<file path="config.mk">
export PLATFORM = sky130hd
export DESIGN_NAME = argument_splitter
export DESIGN_NICKNAME = d
export VERILOG_FILES = /design/src/rtl/asp_pkg.sv /design/src/rtl/argument_splitter.sv /design/src/rtl/asp_queue.sv /design/src/rtl/asp_core.sv
export SDC_FILE = /design/constraint.sdc
export NUM_CORES = 1
export LEC_CHECK = 0
export ABC_CLOCK_PERIOD_IN_PS = 14600
export BUFFER_PORTS_ARGS = -buffer_cell sky130_fd_sc_hd__clkbuf_2
export CORE_ASPECT_RATIO = 0.8
export CORE_MARGIN = 3
export CORE_UTILIZATION = 54
export CTS_CLUSTER_DIAMETER = 100
export DETAILED_ROUTE_END_ITERATION = 12
export MAX_ROUTING_LAYER = met4
export PLACE_DENSITY = 0.82
export SYNTH_ARGS = -nofsm -noshare
export SYNTH_HDL_FRONTEND = slang
export SYNTH_SLANG_ARGS = --single-unit
export TNS_END_PERCENT = 50
</file>
<file path="constraint.sdc">
create_clock -name clk -period 14.6 [get_ports clk]
set_input_delay 0.73 -clock clk [delete_from_list [all_inputs] [get_ports clk]]
set_output_delay 0.73 -clock clk [all_outputs]
set_load 0.02 [all_outputs]
</file>
<file path="src/rtl/asp_pkg.sv">
// Package for the argument splitter: word types, byte codes, sizes, whitespace test.
// No dependencies.
package asp_pkg;

	localparam int COUNT_WIDTH_DEF = 16;
	localparam int QUEUE_DEPTH     = 4;
	localparam int REPORT_WIDTH    = 16;

	localparam logic [7:0] CH_NUL    = 8'h00;
	localparam logic [7:0] CH_BSLASH = 8'h5C;
	localparam logic [7:0] CH_QUOTE  = 8'h22;
	localparam logic [7:0] CH_SPACE  = 8'h20;
	localparam logic [7:0] CH_TAB    = 8'h09;
	localparam logic [7:0] CH_CR     = 8'h0D;

	localparam logic KIND_CHAR    = 1'b0;
	localparam logic KIND_SUMMARY = 1'b1;

	typedef struct packed {
		logic                    kind;
		logic [7:0]              out_char;
		logic                    new_arg;
		logic [REPORT_WIDTH-1:0] arg_count;
		logic [REPORT_WIDTH-1:0] char_count;
		logic                    malformed;
	} result_t;

	typedef struct packed {
		logic    v0;
		logic    v1;
		result_t r0;
		result_t r1;
	} push_t;

	function automatic logic is_white(input logic [7:0] c);
		return (c == CH_SPACE) || ((c >= CH_TAB) && (c <= CH_CR));
	endfunction

endpackage

</file>
<file path="src/rtl/argument_splitter.sv">
// Argument splitter top level: one byte word in, character and summary words out.
// From input accept to first result word: input register, then result queue.
// Throughput: one input word per cycle while the queue has room; a byte with two
// results (kept char and summary) leaves two words; the queue gives one per cycle.
// Reset: clears parser state to a fresh string, max_length to 0, queue empty.
// Depends on asp_pkg, asp_core, asp_queue.
module argument_splitter #(
	parameter int COUNT_WIDTH = asp_pkg::COUNT_WIDTH_DEF
) (
	input  logic        clk,
	input  logic        arst_n,
	input  logic        cfg_wr_en,
	input  logic [15:0] cfg_wr_data,
	input  logic        in_valid,
	output logic        in_ready,
	input  logic [7:0]  ch,
	input  logic        last,
	output logic        out_valid,
	input  logic        out_ready,
	output logic        kind,
	output logic [7:0]  out_char,
	output logic        new_arg,
	output logic [15:0] arg_count,
	output logic [15:0] char_count,
	output logic        malformed
);
	asp_pkg::push_t   push;
	asp_pkg::result_t word;
	logic             room;

	asp_core #(
		.COUNT_WIDTH(COUNT_WIDTH)
	) u_core (
		.clk        (clk),
		.arst_n     (arst_n),
		.cfg_wr_en  (cfg_wr_en),
		.cfg_wr_data(cfg_wr_data),
		.in_valid   (in_valid),
		.in_ready   (in_ready),
		.ch         (ch),
		.last       (last),
		.room       (room),
		.push       (push)
	);

	asp_queue u_queue (
		.clk      (clk),
		.arst_n   (arst_n),
		.push     (push),
		.room     (room),
		.out_valid(out_valid),
		.out_ready(out_ready),
		.out_word (word)
	);

	assign kind       = word.kind;
	assign out_char   = word.out_char;
	assign new_arg    = word.new_arg;
	assign arg_count  = word.arg_count;
	assign char_count = word.char_count;
	assign malformed  = word.malformed;

endmodule

</file>
<file path="src/rtl/asp_queue.sv">
// Result queue of the argument splitter: takes up to two words per cycle,
// gives one per cycle. Depends on asp_pkg.
module asp_queue (
	input  logic            clk,
	input  logic            arst_n,
	input  asp_pkg::push_t  push,
	output logic            room,
	output logic            out_valid,
	input  logic            out_ready,
	output asp_pkg::result_t out_word
);
	localparam int DEPTH = asp_pkg::QUEUE_DEPTH;
	localparam int AW    = $clog2(DEPTH);
	localparam int CW    = $clog2(DEPTH + 1);

	asp_pkg::result_t     mem_q [DEPTH];
	logic [AW-1:0]        wp_q;
	logic [AW-1:0]        rp_q;
	logic [CW-1:0]        cnt_q;
	logic                 pop;
	logic [CW-1:0]        n_push;
	logic [AW-1:0]        wp_1;

	assign pop       = out_valid && out_ready;
	assign out_valid = (cnt_q != '0);
	assign out_word  = mem_q[rp_q];
	assign room      = (cnt_q <= CW'(DEPTH - 2));
	assign n_push    = CW'(push.v0) + CW'(push.v1);
	assign wp_1      = wp_q + AW'(1);

	always_ff @(posedge clk or negedge arst_n) begin
		if (!arst_n) begin
			wp_q  <= '0;
			rp_q  <= '0;
			cnt_q <= '0;
		end else begin
			wp_q  <= wp_q + AW'(n_push);
			if (pop) begin
				rp_q <= rp_q + AW'(1);
			end
			cnt_q <= cnt_q + n_push - CW'(pop);
		end
	end

	always_ff @(posedge clk) begin
		if (push.v0) begin
			mem_q[wp_q] <= push.r0;
		end
		if (push.v1) begin
			mem_q[wp_1] <= push.r1;
		end
	end

endmodule

</file>
<file path="src/rtl/asp_core.sv">
// Parser of the argument splitter: input register, quote/escape state and
// counters, result words toward the queue. Depends on asp_pkg.
module asp_core #(
	parameter int COUNT_WIDTH = asp_pkg::COUNT_WIDTH_DEF
) (
	input  logic           clk,
	input  logic           arst_n,
	input  logic           cfg_wr_en,
	input  logic [15:0]    cfg_wr_data,
	input  logic           in_valid,
	output logic           in_ready,
	input  logic [7:0]     ch,
	input  logic           last,
	input  logic           room,
	output asp_pkg::push_t push
);
	localparam int RW = asp_pkg::REPORT_WIDTH;
	localparam int XW = (COUNT_WIDTH > RW) ? COUNT_WIDTH : RW;

	logic                   v_s1;
	logic [7:0]             ch_s1;
	logic                   last_s1;
	logic [15:0]            max_len_q;
	logic                   quote_q, esc_q, bnd_q, drain_q;
	logic [15:0]            pos_q;
	logic [COUNT_WIDTH-1:0] args_q, chars_q;

	logic                   consume;
	logic                   kept, ended;
	logic                   quote_n, esc_n, bnd_n;
	logic [15:0]            pos_n;
	logic [COUNT_WIDTH-1:0] args_n, chars_n;
	logic [XW-1:0]          args_x, chars_x;
	asp_pkg::result_t       char_w, sum_w;

	assign consume  = v_s1 && room;
	assign in_ready = !v_s1 || room;

	always_comb begin
		kept    = 1'b0;
		ended   = 1'b0;
		quote_n = quote_q;
		esc_n   = esc_q;
		bnd_n   = bnd_q;
		args_n  = args_q;
		chars_n = chars_q;
		if (esc_q) begin
			esc_n = 1'b0;
			if (ch_s1 == asp_pkg::CH_NUL) begin
				esc_n = 1'b1;
				ended = 1'b1;
			end else begin
				kept = 1'b1;
			end
		end else if (ch_s1 == asp_pkg::CH_NUL) begin
			ended = 1'b1;
		end else if (ch_s1 == asp_pkg::CH_BSLASH) begin
			esc_n = 1'b1;
		end else if (ch_s1 == asp_pkg::CH_QUOTE) begin
			quote_n = !quote_q;
			bnd_n   = 1'b1;
		end else if (!quote_q && asp_pkg::is_white(ch_s1)) begin
			bnd_n = 1'b1;
		end else begin
			kept = 1'b1;
		end
		if (kept) begin
			bnd_n = 1'b0;
			if (bnd_q && (args_q != '1)) begin
				args_n = args_q + COUNT_WIDTH'(1);
			end
			if (chars_q != '1) begin
				chars_n = chars_q + COUNT_WIDTH'(1);
			end
		end
		pos_n = (pos_q != 16'hFFFF) ? pos_q + 16'd1 : pos_q;
		if ((max_len_q != 16'd0) && (pos_n >= max_len_q)) begin
			ended = 1'b1;
		end
		if (last_s1) begin
			ended = 1'b1;
		end
	end

	assign args_x  = XW'(args_n);
	assign chars_x = XW'(chars_n);

	always_comb begin
		char_w            = '0;
		char_w.kind       = asp_pkg::KIND_CHAR;
		char_w.out_char   = ch_s1;
		char_w.new_arg    = bnd_q;
		sum_w             = '0;
		sum_w.kind        = asp_pkg::KIND_SUMMARY;
		sum_w.arg_count   = (args_x > XW'(16'hFFFF)) ? 16'hFFFF : args_x[RW-1:0];
		sum_w.char_count  = (chars_x > XW'(16'hFFFF)) ? 16'hFFFF : chars_x[RW-1:0];
		sum_w.malformed   = quote_n || esc_n;
		push.v0 = consume && !drain_q && (kept || ended);
		push.v1 = consume && !drain_q && kept && ended;
		push.r0 = kept ? char_w : sum_w;
		push.r1 = sum_w;
	end

	always_ff @(posedge clk or negedge arst_n) begin
		if (!arst_n) begin
			v_s1      <= 1'b0;
			max_len_q <= '0;
			quote_q   <= 1'b0;
			esc_q     <= 1'b0;
			bnd_q     <= 1'b1;
			drain_q   <= 1'b0;
			pos_q     <= '0;
			args_q    <= '0;
			chars_q   <= '0;
		end else begin
			if (cfg_wr_en) begin
				max_len_q <= cfg_wr_data;
			end
			if (in_ready) begin
				v_s1 <= in_valid;
			end
			if (consume) begin
				if (last_s1) begin
					quote_q <= 1'b0;
					esc_q   <= 1'b0;
					bnd_q   <= 1'b1;
					drain_q <= 1'b0;
					pos_q   <= '0;
					args_q  <= '0;
					chars_q <= '0;
				end else if (!drain_q) begin
					quote_q <= quote_n;
					esc_q   <= esc_n;
					bnd_q   <= bnd_n;
					drain_q <= ended;
					pos_q   <= pos_n;
					args_q  <= args_n;
					chars_q <= chars_n;
				end
			end
		end
	end

	always_ff @(posedge clk) begin
		if (in_ready && in_valid) begin
			ch_s1   <= ch;
			last_s1 <= last;
		end
	end

endmodule

</file>
# Word-level counts from Yosys, hierarchy flattened
# Memory sizes are Yosys's and may differ from the RTL's.
# Index checks and enable logic that the tools add are counted.
# word_totals
register_bits	85
latchBits	0
mem_bits_rw	172
rom_bits	0
input_bits	30
output_inout_bits	45
wordCells	112
mem_count	1
# mem_list
memory	depth	width	read_ports	rd_clocked_by_memory_dff	wr	line	text
u_queue.mem_q	4	43	1	0	2	asp_queue.sv:16	asp_pkg::result_t mem_q [DEPTH];
# op_classes
n_addsub	9
multipliers	0
div_mod_pow	0
magnitude_cmp	6
n_eq_ne	10
n_shift	0
muxes	48
n_bitwise	0
n_reduce_logical	24
# ops
operator	n
16-bit two-way mux	13
16-bit by 1-bit adder with 16-bit output, second input constant	3
16-bit != test, second input constant	3
43-bit two-way mux	1
1-bit two-way mux	34
16-bit > comparator, second input constant	2
8-bit by 6-bit == test with 1-bit output, second input constant	2
16-bit greater-or-equal comparator	1
16-bit nonzero test	1
1-bit logical AND	11
8-bit by 7-bit == test with 1-bit output, second input constant	1
8-bit by 4-bit greater-or-equal comparator with 1-bit output, second input constant	1
8-bit by 4-bit <= comparator with 1-bit output, second input constant	1
8-bit zero test	1
3-bit by 1-bit != test with 1-bit output, second input constant	2
6-bit AND reduction	1
2-bit by 1-bit adder with 2-bit output, second input constant	2
1-bit logical OR	4
4-bit nonzero test	1
3-bit adder	1
3-bit by 2-bit <= comparator with 1-bit output, second input constant	1
1-bit zero test	3
3-bit by 2-bit != test with 1-bit output, second input constant	1
3-bit nonzero test	1
other kinds (5)	5

# Longest topological paths before layout
# Gate-level depths: netlist of run 1.
# depth
ltp_word	14
mapped_depth	20
ltp_nobuf	19

# By module
# Synthesis of run 1 repeated with hierarchy kept, for this count alone.
# hier_totals
hier_cells	1120
hier_area_um2	14295.0
# by_module_without_submodules
module	n_inst	cells_each	area_each_um2	seq_area_each_um2
asp_queue	1	455	8685.8	5340.1
asp_core	1	665	5609.1	1998.2

# Worst setup path before layout of run 1
# OpenSTA, ideal clock, no wires.
# synth_timing
path_kind	register to register
startpoint	reg u_core.pos_q[0]
endpoint	reg u_queue.cnt_q[2]
setup_time_ns	0.123
t_arrival_ns	4.641
required_ns	14.477
path_slack_ns	9.837
stages_incl_launch_ff	21
n_path_buf	1
period_less_slack_ns	4.763
cell_sequence	dfrtp_1 ha_1 nand2_1 nor4_1 and3_1 and4_1 nand3b_1 o21a_1 ha_1 nand4_1 nor3_1 o311ai_1 a31o_2 buf_6 nor4_1 ha_1 inv_1 ha_1 fa_1 xor2_1 xnor2_1
# synth_between
elab_chain_cells	11
word_cells_on_any_way	13
cone_classes	4 x add/sub; 1 x order compare; 1 x eq/ne; 3 x mux; 4 x reduce/logical
# synth_rtl
item	line	text
from (decl)	asp_core.sv:25	logic [15:0] pos_q;
from (signal assigned)	asp_core.sv:136	pos_q <= pos_n;
16-bit by 1-bit adder with 16-bit output / 16-bit != test (equally long branches)	asp_core.sv:76	pos_n = (pos_q != 16'hFFFF) ? pos_q + 16'd1 : pos_q;
16-bit two-way mux *	asp_core.sv:76	
16-bit greater-or-equal comparator *	asp_core.sv:77	if ((max_len_q != 16'd0) && (pos_n >= max_len_q)) begin
1-bit logical AND *	asp_core.sv:77	
1-bit two-way mux *	asp_core.sv:77	
1-bit two-way mux *	asp_core.sv:80	if (last_s1) begin
1-bit logical OR	asp_core.sv:98	push.v0 = consume && !drain_q && (kept || ended);
1-bit logical AND	asp_core.sv:98	
1-bit by 1-bit adder with 2-bit output *	asp_queue.sv:28	assign n_push = CW'(push.v0) + CW'(push.v1);
3-bit adder *	asp_queue.sv:41	cnt_q <= cnt_q + n_push - CW'(pop);
3-bit by 1-bit subtractor with 3-bit output *	asp_queue.sv:41	
to (signal assigned)	asp_queue.sv:41	
to (decl)	asp_queue.sv:19	logic [CW-1:0] cnt_q;
# Mark *: on every way between the ends. The rest lies on a longest branch, timed or not.
# A chain may end at the register's enable or synchronous reset.

==> impl_results.md, run 1 <==
* Via Count at 10,300
* Crit-path max cell delay at 0.80 ns
* Overall power at 0.00267 W
* Post-synth EDFFs at 141
* Critical Path RT at 14.75 ns
* Final Setup Violations at 0
* Post-Place Cell Area at 0.0139 sq mm
* Routability congestion estimate at 0.893
* Final setup TNS at 0 ns
* Period utilization at 0.376
* Layout cells sized above 1 at 0.174
* Crit path kind: register to register
* Worst R2R End: u_queue.mem_q[1][6]
* Synth Instances at 1,227
* Hold_buf cts at 0
* Worst Max-Slew Pin Slew at 1.10 ns
* Place WS at 9.23 ns
* Hold WC Path Type: input port to async pin
* CTS H-tree lvls at 1
* Core Area at 0.0239 sq mm
* CP Cell Sequence: ha_1 -> nand2_1 -> nor4_1 -> and3_1 -> and4_1 -> nand3b_1 -> o21a_1 -> ha_1 -> nand4_1 -> nor3_1 -> o311ai_1 -> a31oi_1 -> nand4_1 -> buf_4 -> nand2_1 -> buf_4
* Crit-path slowest cell: a31oi_1
* Synthesized area per cell at 10.9 sq um
* Root buffer cell: clkbuf_16
* Syn Nets at 1,282
* Max clock buf depth at 3
* Crit path max fanout at 33
* Post-synth ARST share at 0.296
* CTS tree: done
* RSZ-0062 raised after global routing: no
* Synth cell types at 77
* Clock Latency Late Sink at 0.52 ns
* Post-synth top area share at 0.317
* Max_cap viols at 0
* DR pass1 iterations at 5
* Final core utilization at 0.617
* CTS Buf Count at 25
* Via density at 6.51
* Arr. time, crit path at 5.64 ns
* Area leader, netlist: edfxtp_1
* CP bufs+invs at 2
* Max-slew violations at 0
* Clk_skew at 0.00762 ns
* Layout fillers at 1,897
* GRT Total Usage at 0.259
* Top cells by count, synth: 141 x edfxtp_1, 137 x nand2_1, 116 x a21oi_1
* Vias in the first global route at 10,300
* Startpoint types: register
* Initial antenna violation count at 0
* R2R Setup Slk at 9.12 ns
* Design Area, Final at 0.0147 sq mm
* Peak supply drop at 0.224 mV
* Full die area at 0.0267 sq mm
* Crit end category: register
* GRT overflow at 0
* Fmax at 0.182 GHz
* Syn. warnings at 0
* Power Dens Cells at 181 mW/mm^2
* Critical R2R Launch: u_core.pos_q[0]
* Multi-input combinational cell area at 0.00590 sq mm
* First-pass GRT wire length at 54,600 um
* Synth Cell Area at 0.0134 sq mm
* Detailed placer's ending HPWL at 20,700 um
* Synthesis-to-layout area growth at 10.3%
* Initial DRC count at 1,080
* Ant diodes at 0
* Initial Utilization at 0.560
* Main flop type after synthesis: edfxtp_1
* WL/cell at 21.4 um
* Final setup margin at 9.12 ns
* Nets@finish at 1,309
* DRC Markers at 0
* Die span in y at 147 um
* Leading cell type by number of instances after synthesis: edfxtp_1
* Number of routed nets with antenna violations at 0
* Family with the most delay on the worst path: simple AND/OR/NAND/NOR gates
* Top cells by area, synth: edfxtp_1 32%, dfrtp_1 14%, mux4_2 7.2%, dfxtp_1 6.0%, a21oi_1 4.3%
* Num ports at 75
* Largest net degree at the start of global routing at 77
* Clk sinks at 257
* Lkg Pwr at 6.06 nW
* Sequential cell area fraction in the yosys report at 0.519
* Flop and latch count out of synthesis at 257
* Rel. slew slack at 0.265
* R2R cell count at 16
* IO buf count at 74
* Status: finished, final reports clean
* Sequential Area at 0.00694 sq mm
* Row Count at 50
* Post-CTS setup buffer count at 0
* Die Wd at 182 um
* Min Clock Period, post-route at 5.48 ns
* Clk slew on worst S/H paths at 0.06 ns
* Hold Vio Cnt, Final at 0
* Post-cts sizing count at 0
* Detailed Route WL at 33,900 um
layer usage:
metal  share of wire  vias to the layer above  global-route usage
met5               0                        -                   -
met4           0.025                        0              0.0693
met3           0.095                       83              0.0554
met2            0.45                      592               0.393
met1            0.43                     4973               0.359
li1                -                     4667                   -
state kept, by name, summed over array words and instances, names as in the netlist:
register,cells
u_queue.mem_q,172
u_core.args_q,16
u_core.chars_q,16
u_core.max_len_q,16
u_core.pos_q,16
u_core.ch_s1,8
u_queue.cnt_q,3
u_queue.rp_q,2
u_queue.wp_q,2
u_core.bnd_q,1
u_core.drain_q,1
u_core.esc_q,1
u_core.last_s1,1
u_core.quote_q,1
u_core.v_s1,1
stage by stage:
step / instances / hold slack (ns)
after global placement: 1539 / 0.442
final: 1584 / 0.369
after floorplan: 1227 / 0.428
after CTS: 1584 / 0.370
after global routing: 1584 / 0.372
after detailed placement: 1539 / 0.447
cells by family (layout without fill, tap and decap cells):
kind of cell / count (synthesis) / in the layout / share of synthesized area
simple gates: 332 / 332 / 0.127
flops: 257 / 257 / 0.519
buf+inv: 134 / 179 / 0.0424
fa+ha+maj: 25 / 25 / 0.0239
compound gates: 400 / 400 / 0.191
mux: 52 / 52 / 0.0794
xor+xnor: 27 / 27 / 0.0177
final cells by class:
| type | count | area share |
|---|---|---|
| Timing Repair Buffer | 98 | 0.0375 |
| Tap cell | 312 | 0.0265 |
| Clock inverter | 8 | 0.00280 |
| Clock buffer | 37 | 0.0534 |
| Inverter | 36 | 0.00916 |
| Sequential cell | 257 | 0.471 |
| Multi-Input combinational cell | 836 | 0.400 |
cell usage in the layout, fill, tap and decap left out, drive strengths merged, types with 11 or more instances in the layout:
cell type / count
dfxtp: 40
mux4: 43
nand4: 19
clkbuf: 110
a21o: 69
xnor2: 16
nor4: 14
o2bb2ai: 14
o31ai: 14
o21ai: 98
nand3: 27
and3: 12
xor2: 11
ha: 24
o22ai: 19
edfxtp: 141
inv: 37
a21oi: 118
nand2: 138
nor2: 49
dfrtp: 75
buf: 25
a22o: 19
or3: 11
report_power, final:
| part | leakage, nW | internal [W] | switching, W |
|---|---|---|---|
| logic | 2.93 | 0.000352 | 0.000614 |
| clock network | 0.413 | 0.000374 | 0.000275 |
| registers | 2.72 | 0.000957 | 0.0000944 |
worst max-delay path by stage:
stage / cells after the start / start / to / slack [ns]
5_1_grt: 16 / u_core.pos_q[0] / u_queue.mem_q[1][10] / 8.74
4_1_cts: 19 / u_core.pos_q[0] / u_queue.cnt_q[2] / 9.20
2_1_floorplan: 20 / u_core.pos_q[0] / u_queue.cnt_q[2] / 9.84
3_5_place_dp: 19 / u_core.pos_q[0] / u_queue.cnt_q[2] / 9.23
6_report: 16 / u_core.pos_q[0] / u_queue.mem_q[1][6] / 9.12
3_3_place_gp: 16 / u_core.pos_q[0] / u_queue.mem_q[1][24] / 9.36
(Power assumes the default switching activity.)
==> inputs of run 2 (changes only) <==
--- a/config.mk
+++ b/config.mk
@@ -5,7 +5,7 @@
 export SDC_FILE = /design/constraint.sdc
 export NUM_CORES = 1
 export LEC_CHECK = 0
-export ABC_CLOCK_PERIOD_IN_PS = 14600
+export ABC_CLOCK_PERIOD_IN_PS = 4800
 export BUFFER_PORTS_ARGS = -buffer_cell sky130_fd_sc_hd__clkbuf_2
 export CORE_ASPECT_RATIO = 0.8
 export CORE_MARGIN = 3
@@ -13,7 +13,7 @@
 export CTS_CLUSTER_DIAMETER = 100
 export DETAILED_ROUTE_END_ITERATION = 12
 export MAX_ROUTING_LAYER = met4
-export PLACE_DENSITY = 0.82
+export PLACE_DENSITY = 0.85
 export SYNTH_ARGS = -nofsm -noshare
 export SYNTH_HDL_FRONTEND = slang
 export SYNTH_SLANG_ARGS = --single-unit
==> constraint.sdc (replaced) <==
create_clock -name clk -period 4.8 [get_ports clk]
set_input_delay 0.24 -clock clk [delete_from_list [all_inputs] [get_ports clk]]
set_output_delay 0.24 -clock clk [all_outputs]
set_load 0.02 [all_outputs]
==> run 2 against run 1 <==
  * Routed wire length is 3.3% higher
  * Hold slack worse by 0.25 ns
  * Register-to-register slack worse by 9.0 ns
  * Largest power group unchanged
==> impl_results.md, run 2 (synthesis results as in run 1) <==
* CTS H-tree lvls at 1 (unchanged)
* Min Clock Period, post-route at 4.68 ns (-0.807 ns)
* DRC Markers at 0 (unchanged)
* CP Cell Sequence: ha_2 -> nand2_1 -> nor4_2 -> buf_4 -> and3_1 -> and4_1 -> nand3b_1 -> o21a_1 -> ha_1 -> nand4_1 -> nor3_2 -> o311ai_2 -> a31o_2 -> nor4_2 -> ha_2 -> inv_1 -> ha_1 -> fa_1 -> xor2_1 -> xnor2_1
* Fin cells at 1,626 (+2.7%)
* Full die area at 0.0267 sq mm (unchanged)
* Commonest non-fill, non-tap cells in the layout: 141 x edfxtp_1, 137 x nand2_1, 115 x a21oi_1, 73 x clkbuf_2, 73 x dfrtp_1
* Clk sinks at 257 (unchanged)
* Final setup TNS at 0 ns (unchanged)
* Hold Vio Cnt, Final at 0 (unchanged)
* Cell count after placement at 1,552 (+0.84%)
* Crit path kind: register to register
* Hold WC Path Type: input port to register
* Die span in y at 147 um (unchanged)
* CP bufs+invs at 2 (unchanged)
* Overall power at 0.00811 W (+200%)
* GRT overflow at 0 (unchanged)
* Clock Latency Late Sink at 0.53 ns (about the same)
* Initial DRC count at 1,132 (+4.8%)
* Worst hold slack at 0.120 ns (-0.249 ns)
* WL/cell at 21.5 um (+0.59%)
* Period utilization at 0.974 (+0.598)
* Crit-path max cell delay at 0.43 ns (-0.37 ns)
* Ant diodes at 0 (unchanged)
* Sequential Area at 0.00694 sq mm (unchanged)
* Final Setup Violations at 0 (unchanged)
* Detailed placer's ending HPWL at 21,400 um (+3.5%)
* Peak supply drop at 0.411 mV (+84%)
* Startpoint types: register
* Commonest non-fill, non-tap cell in the layout: edfxtp_1
* DR pass1 iterations at 6 (+1)
* Core Area at 0.0239 sq mm (unchanged)
* Via density at 6.52 (about the same)
* Max-slew violations at 0 (unchanged)
* Num ports at 75 (unchanged)
* Crit path max fanout at 7 (-79%)
* Fmax at 0.214 GHz (+17%)
* CTS tree: done
* Detailed Route WL at 35,000 um (+3.3%)
* Row Count at 50 (unchanged)
* Clk slew on worst S/H paths at 0.06 ns (about the same)
* Number of routed nets with antenna violations at 0 (unchanged)
* Die Wd at 182 um (unchanged)
* Clk_skew at 0.0241 ns (+0.0165 ns)
* Family with the most delay on the worst path: simple AND/OR/NAND/NOR gates
* Power Dens Cells at 535 mW/mm^2 (+200%)
* R2R Setup Slk at 0.12 ns (-8.99 ns)
* GRT Total Usage at 0.265 (+0.00620)
* Max reg flops at 172 (unchanged)
* IO buf count at 74 (unchanged)
* Layout fillers at 1,840 (-3.0%)
* Top reg by flops: u_queue.mem_q
* Synthesis-to-layout area growth at 13.2%
* Crit end category: register
* Largest net degree at the start of global routing at 77 (unchanged)
* Vias in the first global route at 10,500 (+1.8%)
* CTS Buf Count at 25 (unchanged)
* Max_cap viols at 0 (unchanged)
* Root buffer cell: clkbuf_16
* Rel. slew slack at 0.306 (+0.0402)
* Layout cells sized above 1 at 0.178 (+0.00434)
* Worst Max-Slew Pin Slew at 1.04 ns (-0.0602 ns)
* Initial Utilization at 0.560 (unchanged)
* Arr. time, crit path at 5.08 ns (-0.56 ns)
* Lkg Pwr at 6.21 nW (+2.5%)
* Critical Path RT at 5.20 ns (-9.55 ns)
* Max clock buf depth at 3 (unchanged)
* Status: finished, final reports clean
* Nets@finish at 1,352 (+3.3%)
* Routability congestion estimate at 0.914 (+2.4%)
* Via Count at 10,600 (+2.7%)
* First-pass GRT wire length at 55,800 um (+2.1%)
* Multi-input combinational cell area at 0.00593 sq mm (+0.51%)
* Initial antenna violation count at 0 (unchanged)
* Crit-path slowest cell: fa_1
run 2: changes by cell type in the layout (fill, tap and decap cells not counted), moves of 3 or more:
cell and delta:
buf_12 +4, buf_4 +12, clkbuf_1 +7, dlygate4sd3_1 +27
clkbuf_16 -3, clkbuf_8 -3
run 2: power breakdown:
group / switching [W] / internal (W) / leakage [nW] / total [W]
combinational: 0.00185 / 0.00115 / 3.13 / 0.00300
clock: 0.000801 / 0.00104 / 0.365 / 0.00184
sequential: 0.000351 / 0.00291 / 2.72 / 0.00326
run 2: worst register-to-register path, stage by stage, from the launching register on:
cell	delay [ns]
dfrtp_1	0.41
ha_2	0.22
nand2_1	0.11
nor4_2	0.25
buf_4	0.19
and3_1	0.22
and4_1	0.26
nand3b_1	0.12
o21a_1	0.12
ha_1	0.28
nand4_1	0.16
nor3_2	0.22
o311ai_2	0.18
a31o_2	0.29
nor4_2	0.25
ha_2	0.23
inv_1	0.04
ha_1	0.29
fa_1	0.43
xor2_1	0.16
xnor2_1	0.12
run 2: cell type report:
class                      instances  share of cell area
clock buffer                      37              0.0456
clock inverter                     7             0.00372
inverter                          36             0.00893
multi-input combinational        836               0.392
sequential                       257               0.459
tap                              312              0.0258
timing repair buffer             141              0.0656
run 2: metrics by stage:
stage	utilization	setup WS, ns	area, sq um
2_1_floorplan	-	0.0369	13400
3_3_place_gp	0.589	0.253	14100
3_5_place_dp	0.589	0.0890	14100
4_1_cts	0.631	0.0841	15100
5_1_grt	0.633	-0.0786	15100
6_report	0.633	0.125	15100
run 2: per-layer routing:
layer	share of wire	track usage
met5	0	-
met4	0.023	0.0742
met3	0.096	0.0455
met2	0.47	0.410
met1	0.41	0.366
run 2: path summary, 6_finish.rpt:
path | startpoint | end | cells past startpoint
worst max-delay path | u_core.pos_q[0] | u_queue.cnt_q[2] | 20
worst min-delay path | out_ready | u_queue.rp_q[0] | 3
worst max register to register | u_core.pos_q[0] | u_queue.cnt_q[2] | 20
worst min register to register | u_queue.mem_q[1][40] | u_queue.mem_q[1][40] | 2
max in group asynchronous | arst_n | u_core.chars_q[14] | 2
min in group asynchronous | arst_n | u_queue.rp_q[1] | 2
run 2: what timing repair did:
item	CTS	global route
setup buffers	0	3
hold buffers	27	0
setup endpoints to repair	0	109
endpoints found under the hold margin	101	0
resized for setup	0	7
==> inputs of run 3 (changes only) <==
--- a/config.mk
+++ b/config.mk
@@ -9,11 +9,11 @@
 export BUFFER_PORTS_ARGS = -buffer_cell sky130_fd_sc_hd__clkbuf_2
 export CORE_ASPECT_RATIO = 0.8
 export CORE_MARGIN = 3
-export CORE_UTILIZATION = 54
+export CORE_UTILIZATION = 46
 export CTS_CLUSTER_DIAMETER = 100
 export DETAILED_ROUTE_END_ITERATION = 12
 export MAX_ROUTING_LAYER = met4
-export PLACE_DENSITY = 0.85
+export PLACE_DENSITY = 0.75
 export SYNTH_ARGS = -nofsm -noshare
 export SYNTH_HDL_FRONTEND = slang
 export SYNTH_SLANG_ARGS = --single-unit
==> run 3 against run 2 <==
  * Sequential power is essentially flat
  * Die area grew 17%
  * Critical path type unchanged
  * Cell count grew 3.9%
  * Clock power grew 20%
  * Register-to-register slack gained 0.03 ns
  * Highest routed layer unchanged
  * First-iteration DRC count grew 12%
  * Critical endpoint unchanged
  * Largest cell class unchanged
==> impl_results.md, run 3 (synthesis results as in run 1) <==
* Status: finished, final reports clean
* Nets@finish at 1,355 (+0.22%)
* Row Count at 55 (+10%)
* Detailed placer's ending HPWL at 22,100 um (+3.3%)
* Clk slew on worst S/H paths at 0.06 ns (about the same)
* Routability congestion estimate at 0.877 (-4.1%)
* Fin cells at 1,690 (+3.9%)
* Max-slew violations at 0 (unchanged)
* Root buffer cell: clkbuf_16
* Via Count at 10,500 (-1.4%)
* Largest net degree at the start of global routing at 77 (unchanged)
* Die span in y at 159 um (+8.0%)
* Commonest non-fill, non-tap cells in the layout: 141 x edfxtp_1, 136 x nand2_1, 115 x a21oi_1, 73 x clkbuf_2, 73 x dfrtp_1
* R2R cell count at 19 (-5.0%)
* Hold WC Path Type: input port to register
* Worst hold slack at 0.0884 ns (-0.0316 ns)
* Rel. slew slack at 0.268 (-0.0373)
* DRC Markers at 0 (unchanged)
* CTS tree: done
* Top reg by flops: u_queue.mem_q
* Clk_skew at 0.0146 ns (-0.00953 ns)
* Crit-path slowest cell: dfrtp_1
* Worst Max-Slew Pin Slew at 1.09 ns (+0.0521 ns)
* Max_cap viols at 0 (unchanged)
* Fmax at 0.215 GHz (+0.58%)
* Lkg Pwr at 6.33 nW (+2.0%)
* Critical Path RT at 5.21 ns (about the same)
* First-pass GRT wire length at 56,400 um (+1.1%)
* Layout cells sized above 1 at 0.194 (+0.0159)
* Crit path kind: register to register
* Max clock buf depth at 3 (unchanged)
* Multi-input combinational cell area at 0.00597 sq mm (+0.68%)
* Post-Place Cell Area at 0.0142 sq mm (+0.73%)
* Crit path depth at 19 (-5.0%)
* Sequential Area at 0.00694 sq mm (unchanged)
* Detailed Route WL at 35,800 um (+2.2%)
* Ant diodes at 0 (unchanged)
* Initial Utilization at 0.471 (-0.0891)
* Clock Latency Late Sink at 0.54 ns (about the same)
* Power Dens Cells at 550 mW/mm^2 (+2.8%)
* Clk sinks at 257 (unchanged)
* Design Area, Final at 0.0155 sq mm (+2.2%)
* Number of routed nets with antenna violations at 0 (unchanged)
* Max reg flops at 172 (unchanged)
* Vias in the first global route at 10,400 (-1.2%)
* Crit path max fanout at 8 (+1)
* Via density at 6.18 (-5.1%)
* Crit end category: register
* DR pass1 iterations at 5 (-1)
* Peak supply drop at 0.531 mV (+29%)
* Initial DRC count at 1,266 (+12%)
* Min Clock Period, post-route at 4.65 ns (-0.0270 ns)
* IO buf count at 74 (unchanged)
* Full die area at 0.0312 sq mm (+17%)
* Period utilization at 0.968 (-0.00562)
* Num ports at 75 (unchanged)
* GRT Total Usage at 0.235 (-0.0306)
* Initial antenna violation count at 0 (unchanged)
* Synthesis-to-layout area growth at 15.7%
* Die Wd at 197 um (+8.1%)
* WHS Path Cells at 3 (unchanged)
* CP bufs+invs at 2 (unchanged)
* Crit-path max cell delay at 0.48 ns (+0.05 ns)
* Final Setup Violations at 0 (unchanged)
* Core Area at 0.0284 sq mm (+19%)
* WL/cell at 21.2 um (-1.7%)
* Startpoint types: register
* Cell count after placement at 1,612 (+3.9%)
* Arr. time, crit path at 5.06 ns (-0.02 ns)
* CTS Buf Count at 26 (+4.0%)
* Hold Vio Cnt, Final at 0 (unchanged)
* CP Cell Sequence: nand4_1 -> nor4_2 -> buf_4 -> and3_4 -> and4_4 -> nand3b_1 -> o21a_1 -> ha_1 -> nand4_1 -> nor3_2 -> o311ai_2 -> a31o_2 -> nor4_2 -> ha_2 -> inv_1 -> ha_1 -> fa_1 -> xor2_2 -> xnor2_1
* GRT overflow at 0 (unchanged)
* Layout fillers at 2,347 (+28%)
* Commonest non-fill, non-tap cell in the layout: edfxtp_1
* Family with the most delay on the worst path: simple AND/OR/NAND/NOR gates
* CTS H-tree lvls at 1 (unchanged)
run 3: cell count changes in the layout (fill, tap and decap cells not counted), moves of 2 or more:
cell,previous run,this run
clkbuf_1,10,2
clkbuf_8,2,9
clkinv_1,3,0
bufinv_16,1,3
clkbuf_16,25,27
inv_6,0,2
o21ai_2,2,0
o21ai_4,0,2
run 3: tightest hold or removal path, stage by stage:
cell	delay, ns
clkbuf_2	0.07
and2_1	0.18
xor2_1	0.09
run 3: report_power, final:
| part | switching, W | leakage (nW) | internal, W |
|---|---|---|---|
| Combinational | 0.00188 | 3.15 | 0.00118 |
| Sequential | 0.000342 | 2.72 | 0.00291 |
| Clock | 0.000880 | 0.467 | 0.00133 |
run 3: final cells by class:
type / count / share of cell area
Timing Repair Buffer: 143 / 0.0660
Clock buffer: 38 / 0.0522
Sequential cell: 257 / 0.449
Clock inverter: 10 / 0.00873
Tap cell: 370 / 0.0299
Inverter: 36 / 0.00873
Multi-Input combinational cell: 836 / 0.386
run 3: repair_timing:
action,4_1_cts,5_1_grt
hold buffers,27,0
buffers inserted,0,3
gates resized for setup,0,13
endpoints found under the hold margin,101,0
endpoints found under the setup margin,0,210
run 3: worst paths after layout:
check | from | end | slack (ns)
max | u_core.pos_q[3] | u_queue.cnt_q[2] | 0.15
min | out_ready | u_queue.rp_q[0] | 0.09
max reg2reg | u_core.pos_q[3] | u_queue.cnt_q[2] | 0.15
min reg2reg | u_queue.mem_q[1][39] | u_queue.mem_q[1][39] | 0.45
max in group asynchronous | arst_n | u_queue.rp_q[1] | 3.67
min in group asynchronous | arst_n | u_core.v_s1 | 0.43
run 3: layer usage:
layer | vias to the layer above | track usage | part of all wire
met3 | 73 | 0.0396 | 0.089
met2 | 516 | 0.376 | 0.47
li1 | 4768 | - | -
met4 | 0 | 0.0641 | 0.022
met1 | 5095 | 0.314 | 0.42
met5 | - | - | 0
run 3: per-stage QoR:
step	util	setup WS [ns]	TNS, ns	total power (W)
after floorplan	-	0.0369	0	0.00521
after global placement	0.499	0.258	0	0.00621
after detailed placement	0.499	0.0640	0	0.00629
after CTS	0.541	0.0405	0	0.00852
after global routing	0.544	-0.0562	-0.0562	0.00894
final	0.544	0.152	0	0.00852
